==> src/hw/rtl/heightmap_normal_stencil_core_defines.svh <==
// assertion helpers shared by the rtl
`ifndef HEIGHTMAP_NORMAL_STENCIL_CORE_DEFINES_SVH
`define HEIGHTMAP_NORMAL_STENCIL_CORE_DEFINES_SVH

// same-cycle implication
`define HNS_ASSERT_IMP(label, clk, rst_n, ante, cons, msg) \
    label: assert property (@(posedge clk) disable iff (!rst_n) (ante) |-> (cons)) \
        else $error(msg);

// next-cycle implication
`define HNS_ASSERT_NEXT(label, clk, rst_n, ante, cons, msg) \
    label: assert property (@(posedge clk) disable iff (!rst_n) (ante) |=> (cons)) \
        else $error(msg);

`endif

==> src/hw/rtl/hns_pkg.sv <==
package hns_pkg;

    localparam int SAMPLE_BITS = 8;
    localparam int MAX_GRID    = 1024;
    localparam int ADDR_BITS   = $clog2(MAX_GRID);
    localparam int GRID_BITS   = 11;
    localparam int SCALE_BITS  = 16;
    localparam int CFG_IDX_BITS = 2;

    // magnitude of scale * height difference
    localparam int MAG_BITS  = SCALE_BITS + SAMPLE_BITS;
    localparam int SQ_BITS   = 2 * MAG_BITS + 2;
    localparam int ROOT_BITS = SQ_BITS / 2;
    localparam int DV_BITS   = MAG_BITS + 16;
    localparam int CNT_BITS  = $clog2(DV_BITS + 1);
    localparam int ONE_BITS  = 14;
    localparam int ONE_LOG   = 13;

    localparam logic [CFG_IDX_BITS-1:0] REG_GRID_SIZE    = 2'd0;
    localparam logic [CFG_IDX_BITS-1:0] REG_HEIGHT_SCALE = 2'd1;

    localparam logic [GRID_BITS-1:0]  GRID_MIN    = 11'd3;
    localparam logic [GRID_BITS-1:0]  GRID_MAX    = GRID_BITS'(MAX_GRID);
    localparam logic [GRID_BITS-1:0]  GRID_RESET  = 11'd257;
    localparam logic [SCALE_BITS-1:0] SCALE_RESET = 16'd410;

    typedef struct packed {
        logic [MAG_BITS-1:0] mag_a;
        logic [MAG_BITS-1:0] mag_b;
        logic                neg_a;
        logic                neg_b;
    } norm_req_t;

    typedef struct packed {
        logic [15:0] nx;
        logic [14:0] ny;
        logic [15:0] nz;
    } norm_res_t;

endpackage

==> src/hw/rtl/hns_norm_unit.sv <==
module hns_norm_unit (
    input  logic               clk,
    input  logic               rst_n,
    input  logic               start,
    input  hns_pkg::norm_req_t req,
    output logic               done,
    output hns_pkg::norm_res_t res
);
    import hns_pkg::*;

    typedef enum logic [2:0] {U_IDLE, U_SQA, U_SQB, U_ROOT, U_DIVLD, U_DIV, U_DONE} ustate_t;
    typedef enum logic [1:0] {SEL_X, SEL_Y, SEL_Z} sel_t;

    ustate_t              state_reg;
    sel_t                 sel_reg;
    logic [CNT_BITS-1:0]  cnt_reg;
    logic [MAG_BITS-1:0]  ma_reg, mb_reg;
    logic                 na_reg, nb_reg, half_reg;
    logic [SQ_BITS-1:0]   sq_reg;
    logic [ROOT_BITS:0]   srem_reg;
    logic [ROOT_BITS-1:0] root_reg;
    logic [ROOT_BITS-1:0] drem_reg;
    logic [DV_BITS-1:0]   dvd_reg;
    logic [15:0]          nx_reg, nz_reg;
    logic [14:0]          ny_reg;

    logic                   big;
    logic [2*MAG_BITS-1:0]  prod;
    logic [ONE_BITS-1:0]    one_val;
    logic [ROOT_BITS+2:0]   srem_sh, strial;
    logic                   sge;
    logic [ROOT_BITS:0]     drem_sh;
    logic                   dge;
    logic [DV_BITS-1:0]     q_fin;
    logic [MAG_BITS-1:0]    m_sel;

    function automatic logic [15:0] comp(input logic [DV_BITS-1:0] q, input logic neg);
        logic [16:0] qs;
        qs = (q > DV_BITS'(32768)) ? 17'h10000 : q[16:0];
        if (neg)
        begin
            return (q > DV_BITS'(32767)) ? 16'h7fff : q[15:0];
        end
        return 16'(17'h10000 - qs);
    endfunction

    assign big     = (|(req.mag_a >> 31)) | (|(req.mag_b >> 31));
    assign prod    = (state_reg == U_SQA) ? ma_reg * ma_reg : mb_reg * mb_reg;
    assign one_val = half_reg ? ONE_BITS'(1 << (ONE_LOG - 1)) : ONE_BITS'(1 << ONE_LOG);

    // one restoring square root step
    assign srem_sh = {srem_reg, sq_reg[SQ_BITS-1 -: 2]};
    assign strial  = {1'b0, root_reg, 2'b01};
    assign sge     = srem_sh >= strial;

    // one restoring division step
    assign drem_sh = {drem_reg, dvd_reg[DV_BITS-1]};
    assign dge     = drem_sh >= {1'b0, root_reg};
    assign q_fin   = {dvd_reg[DV_BITS-2:0], dge};

    always_comb
    begin
        case (sel_reg)
            SEL_X:   m_sel = ma_reg;
            SEL_Y:   m_sel = MAG_BITS'(one_val);
            default: m_sel = mb_reg;
        endcase
    end

    always_ff @(posedge clk or negedge rst_n)
    begin
        if (!rst_n)
        begin
            state_reg <= U_IDLE;
            sel_reg   <= SEL_X;
            cnt_reg   <= '0;
        end
        else
        begin
            case (state_reg)
                U_IDLE:
                begin
                    if (start)
                    begin
                        ma_reg    <= big ? (req.mag_a >> 1) : req.mag_a;
                        mb_reg    <= big ? (req.mag_b >> 1) : req.mag_b;
                        na_reg    <= req.neg_a;
                        nb_reg    <= req.neg_b;
                        half_reg  <= big;
                        state_reg <= U_SQA;
                    end
                end
                U_SQA:
                begin
                    sq_reg    <= SQ_BITS'(prod);
                    state_reg <= U_SQB;
                end
                U_SQB:
                begin
                    sq_reg    <= sq_reg + SQ_BITS'(prod)
                                 + (SQ_BITS'(1) << (2 * (ONE_LOG - (half_reg ? 1 : 0))));
                    srem_reg  <= '0;
                    root_reg  <= '0;
                    cnt_reg   <= '0;
                    state_reg <= U_ROOT;
                end
                U_ROOT:
                begin
                    srem_reg <= sge ? (ROOT_BITS+1)'(srem_sh - strial) : srem_sh[ROOT_BITS:0];
                    root_reg <= {root_reg[ROOT_BITS-2:0], sge};
                    sq_reg   <= sq_reg << 2;
                    cnt_reg  <= cnt_reg + 1'b1;
                    if (cnt_reg == CNT_BITS'(ROOT_BITS - 1))
                    begin
                        sel_reg   <= SEL_X;
                        state_reg <= U_DIVLD;
                    end
                end
                U_DIVLD:
                begin
                    // round to nearest by adding half the divisor
                    dvd_reg   <= (DV_BITS'(m_sel) << 15) + DV_BITS'(root_reg >> 1);
                    drem_reg  <= '0;
                    cnt_reg   <= '0;
                    state_reg <= U_DIV;
                end
                U_DIV:
                begin
                    drem_reg <= dge ? ROOT_BITS'(drem_sh - {1'b0, root_reg})
                                    : drem_sh[ROOT_BITS-1:0];
                    dvd_reg  <= q_fin;
                    cnt_reg  <= cnt_reg + 1'b1;
                    if (cnt_reg == CNT_BITS'(DV_BITS - 1))
                    begin
                        case (sel_reg)
                            SEL_X:
                            begin
                                nx_reg    <= comp(q_fin, na_reg);
                                sel_reg   <= SEL_Y;
                                state_reg <= U_DIVLD;
                            end
                            SEL_Y:
                            begin
                                ny_reg    <= (q_fin > DV_BITS'(32767)) ? 15'h7fff : q_fin[14:0];
                                sel_reg   <= SEL_Z;
                                state_reg <= U_DIVLD;
                            end
                            default:
                            begin
                                nz_reg    <= comp(q_fin, nb_reg);
                                state_reg <= U_DONE;
                            end
                        endcase
                    end
                end
                U_DONE:
                begin
                    state_reg <= U_IDLE;
                end
                default:
                begin
                    state_reg <= U_IDLE;
                end
            endcase
        end
    end

    assign done   = (state_reg == U_DONE);
    assign res.nx = nx_reg;
    assign res.ny = ny_reg;
    assign res.nz = nz_reg;

endmodule

==> config.mk <==
export PLATFORM = sky130hd
export DESIGN_NAME = hns_norm_unit
export DESIGN_NICKNAME = d
export VERILOG_FILES = /design/src/hw/rtl/heightmap_normal_stencil_core_defines.svh /design/src/hw/rtl/hns_pkg.sv /design/src/hw/rtl/hns_norm_unit.sv
export SDC_FILE = /design/constraint.sdc
export NUM_CORES = 2
export LEC_CHECK = 0
export BUFFER_PORTS_ARGS = -buffer_cell sky130_fd_sc_hd__buf_2
export CORE_UTILIZATION = 65
export CTS_CLUSTER_DIAMETER = 200
export CTS_CLUSTER_SIZE = 24
export DETAILED_ROUTE_END_ITERATION = 12
export PLACE_DENSITY = 0.82
export SYNTH_ARGS = -nofsm -noshare
export SYNTH_HDL_FRONTEND = slang
export SYNTH_SLANG_ARGS = --single-unit
export TNS_END_PERCENT = 20
==> constraint.sdc <==
create_clock -name clk -period 25.6 [get_ports clk]
set_input_delay 3.84 -clock clk [delete_from_list [all_inputs] [get_ports clk]]
set_output_delay 3.84 -clock clk [all_outputs]
set_load 0.02 [all_outputs]
==> metrics.cfg <==
[sta]
fin_setup_tns_ps=0
rsz0062_at_grt=false
whs_ps=570
worst_slew_pin_slew_ps=1280
setup_ws_ps=14250
min_period_over_period_pct=44.3
final-hold-violation-count=0
fmax_mhz=88.1
skew_ps=46.4
final.min_clock_period_ps=11350
finalSetupViolCount=0
slew_viol_final=0
max_slew_margin_pct=14.4

[worst_setup_path]
critPathBufInv=5
crit_slowest_cell=edfxtp_1
endpoint_kind=flop
path_max_fanout=21
crit_path_start=ma_reg[7]$_DFFE_PP_
crit_top_cell=fa_1
start_kind=flop
path_class=flop to flop
r2r_slack_ps=14250
cp.arrival_ps=11690
r2r-end=sq_reg[49]$_DFFE_PP_
path_delay_family=adder cells
critPathRequiredTime_ps=25940
cp_slowest_stage_delay_ps=990
reg2regPathDepth=35
r2r-start=ma_reg[7]$_DFFE_PP_

[hold_path]
whs_endpoint=dvd_reg[25]$_DFFE_PP_
hp-class=flop to flop
holdPathStages=2
min_from=dvd_reg[24]$_DFFE_PP_

[synthesis]
synth_flop_cell=edfxtp_1
synth.ff_latch_count=274
yosysSeqAreaShare_pct=15.8
syn_avg_cell_area_sq_um=9.18
synth_nets=7048
synth_area_sq_um=51700
ys_types=79
yosysWarnings=0
yosys.area.top_type=fa_1
synthTopCellsByArea=fa_1 33%, edfxtp_1 15%, ha_1 12%
synthCells=5636
synth_top_area_share_pct=32.9
synth_edf_count=263
async_flop_share_pct=4.01

[grt]
first_global_vias=41200
groute.usage.overall_pct=33.8
grt_pass1_wl_um=216000
grt_overflow_total=0
grt_max_degree=81
antenna_found_initial=4

[drt]
drtAntennaViolNets=0
dr_total_vias=39400
drc=0
first_iter_violations=3496
wl_per_cell_um=19.8
wl_um=132000
first_pass_iters=6
routed_via_density=5.92

[placed_design]
gp_congestion=0.958
portBuffers=100
post-place-cells=6623
place_hpwl_um=103000
dp_slack_ps=14560

[die]
fp.dieH_um=284
core-area_sq_um=78900
rows=103
ios=101
dieArea_sq_um=80700
die_x_um=284
start_util_pct=65.6

[clock_tree]
clk_pin_slew_worst_paths_ps=120
cts_resized=0
cts_setup_buffers=0
h-tree-depth=1
cts_sinks=274
cts_tree=done
cts_made_buffers=15
cts-hold-fix-buffers=0
cts_buffer_depth=3
root_buffer=clkbuf_16
clock_latency_ps=590

[final_layout]
final_common_cell=inv_1
layoutNonFillerInstCount=6651
final_layout_size_suffix_gt1_share_pct=4.04
fillers=6143
final_nets=7002
mostFrequentLayoutCells=1225 x inv_1, 849 x fa_1, 516 x nand2_1
largest_reg_flops=50
area_growth_pct=3.66

[status]
outcome=finished clean

[flow_run]
drv_cap=0

[metrics by stage]
step | utilization (%) | instance area (sq um)
floorplan | - | 51700
global placement | 67.4 | 53200
detailed placement | 67.4 | 53200
CTS | 68.0 | 53600
global route | 68.0 | 53600
finish | 68.0 | 53600
[worst max path at each step]
| stage | endpoint | cells past startpoint |
|---|---|---|
| after floorplan | sq_reg[49]$_DFFE_PP_ | 37 |
| after global placement | sq_reg[49]$_DFFE_PP_ | 34 |
| after detailed placement | sq_reg[49]$_DFFE_PP_ | 35 |
| after CTS | sq_reg[49]$_DFFE_PP_ | 35 |
| after global routing | sq_reg[49]$_DFFE_PP_ | 35 |
| final | sq_reg[49]$_DFFE_PP_ | 35 |
[synthesized netlist by cell type, drive strengths merged (13+ instances only)]
| master | instances |
|---|---|
| inv | 1225 |
| fa | 849 |
| nand2 | 518 |
| ha | 510 |
| nor2 | 307 |
| a21oi | 288 |
| and2 | 271 |
| edfxtp | 263 |
| clkbuf | 194 |
| o21ai | 181 |
| xnor2 | 131 |
| a21o | 96 |
| xor2 | 75 |
| o21a | 59 |
| nand3 | 58 |
| mux2i | 51 |
| nor3 | 48 |
| nand4 | 34 |
| o21bai | 33 |
| or3 | 33 |
| o31ai | 31 |
| nor2b | 29 |
| a211oi | 28 |
| o211ai | 28 |
| buf | 24 |
| a31oi | 22 |
| nand2b | 20 |
| or2 | 18 |
| nor4 | 16 |
| and3 | 13 |
[layer usage]
| metal | vias up | global-route usage, % | part of all wire, % |
|---|---|---|---|
| met3 | 300 | 6.57 | 10 |
| met1 | 19300 | 47.2 | 41 |
| met5 | - | 0 | 0.017 |
| li1 | 17800 | - | - |
| met2 | 1893 | 53.8 | 46 |
| met4 | 4 | 9.70 | 3.2 |
[cell families after synthesis]
group	share of synthesized area [%]
DFF	15.8
AOI/OAI and AO/OA	10.9
buffers and inverters	10.5
and+or+nand+nor	13.1
adders and majority gates	45.2
muxes	1.10
xor gates and xnor gates	3.49
[worst register-to-register path, delay by kind of cell, from the launching register on]
| family | cells | cell delay (ps) |
|---|---|---|
| buffers and inverters | 5 | 680 |
| AND/OR/NAND/NOR | 5 | 880 |
| adder cells (fa/ha/maj) | 10 | 4510 |
| flip-flops | 1 | 990 |
| AO/OA/AOI/OAI | 14 | 3900 |
| XOR/XNOR | 1 | 190 |
[layout make-up]
class	count	area (sq um)	area share [%]
diodes	2	5.00	0.00933
clock buffers	23	405	0.756
clock inverters	3	30.0	0.0560
inverters	1227	4610	8.59
multi-input cells	3917	38200	71.2
flip-flops and latches	274	8170	15.2
well taps	1050	1310	2.45
repair buffers	155	913	1.70
Power is not shown: default switching activity piles up to over one toggle a cycle in this logic, so the estimate is an artifact.
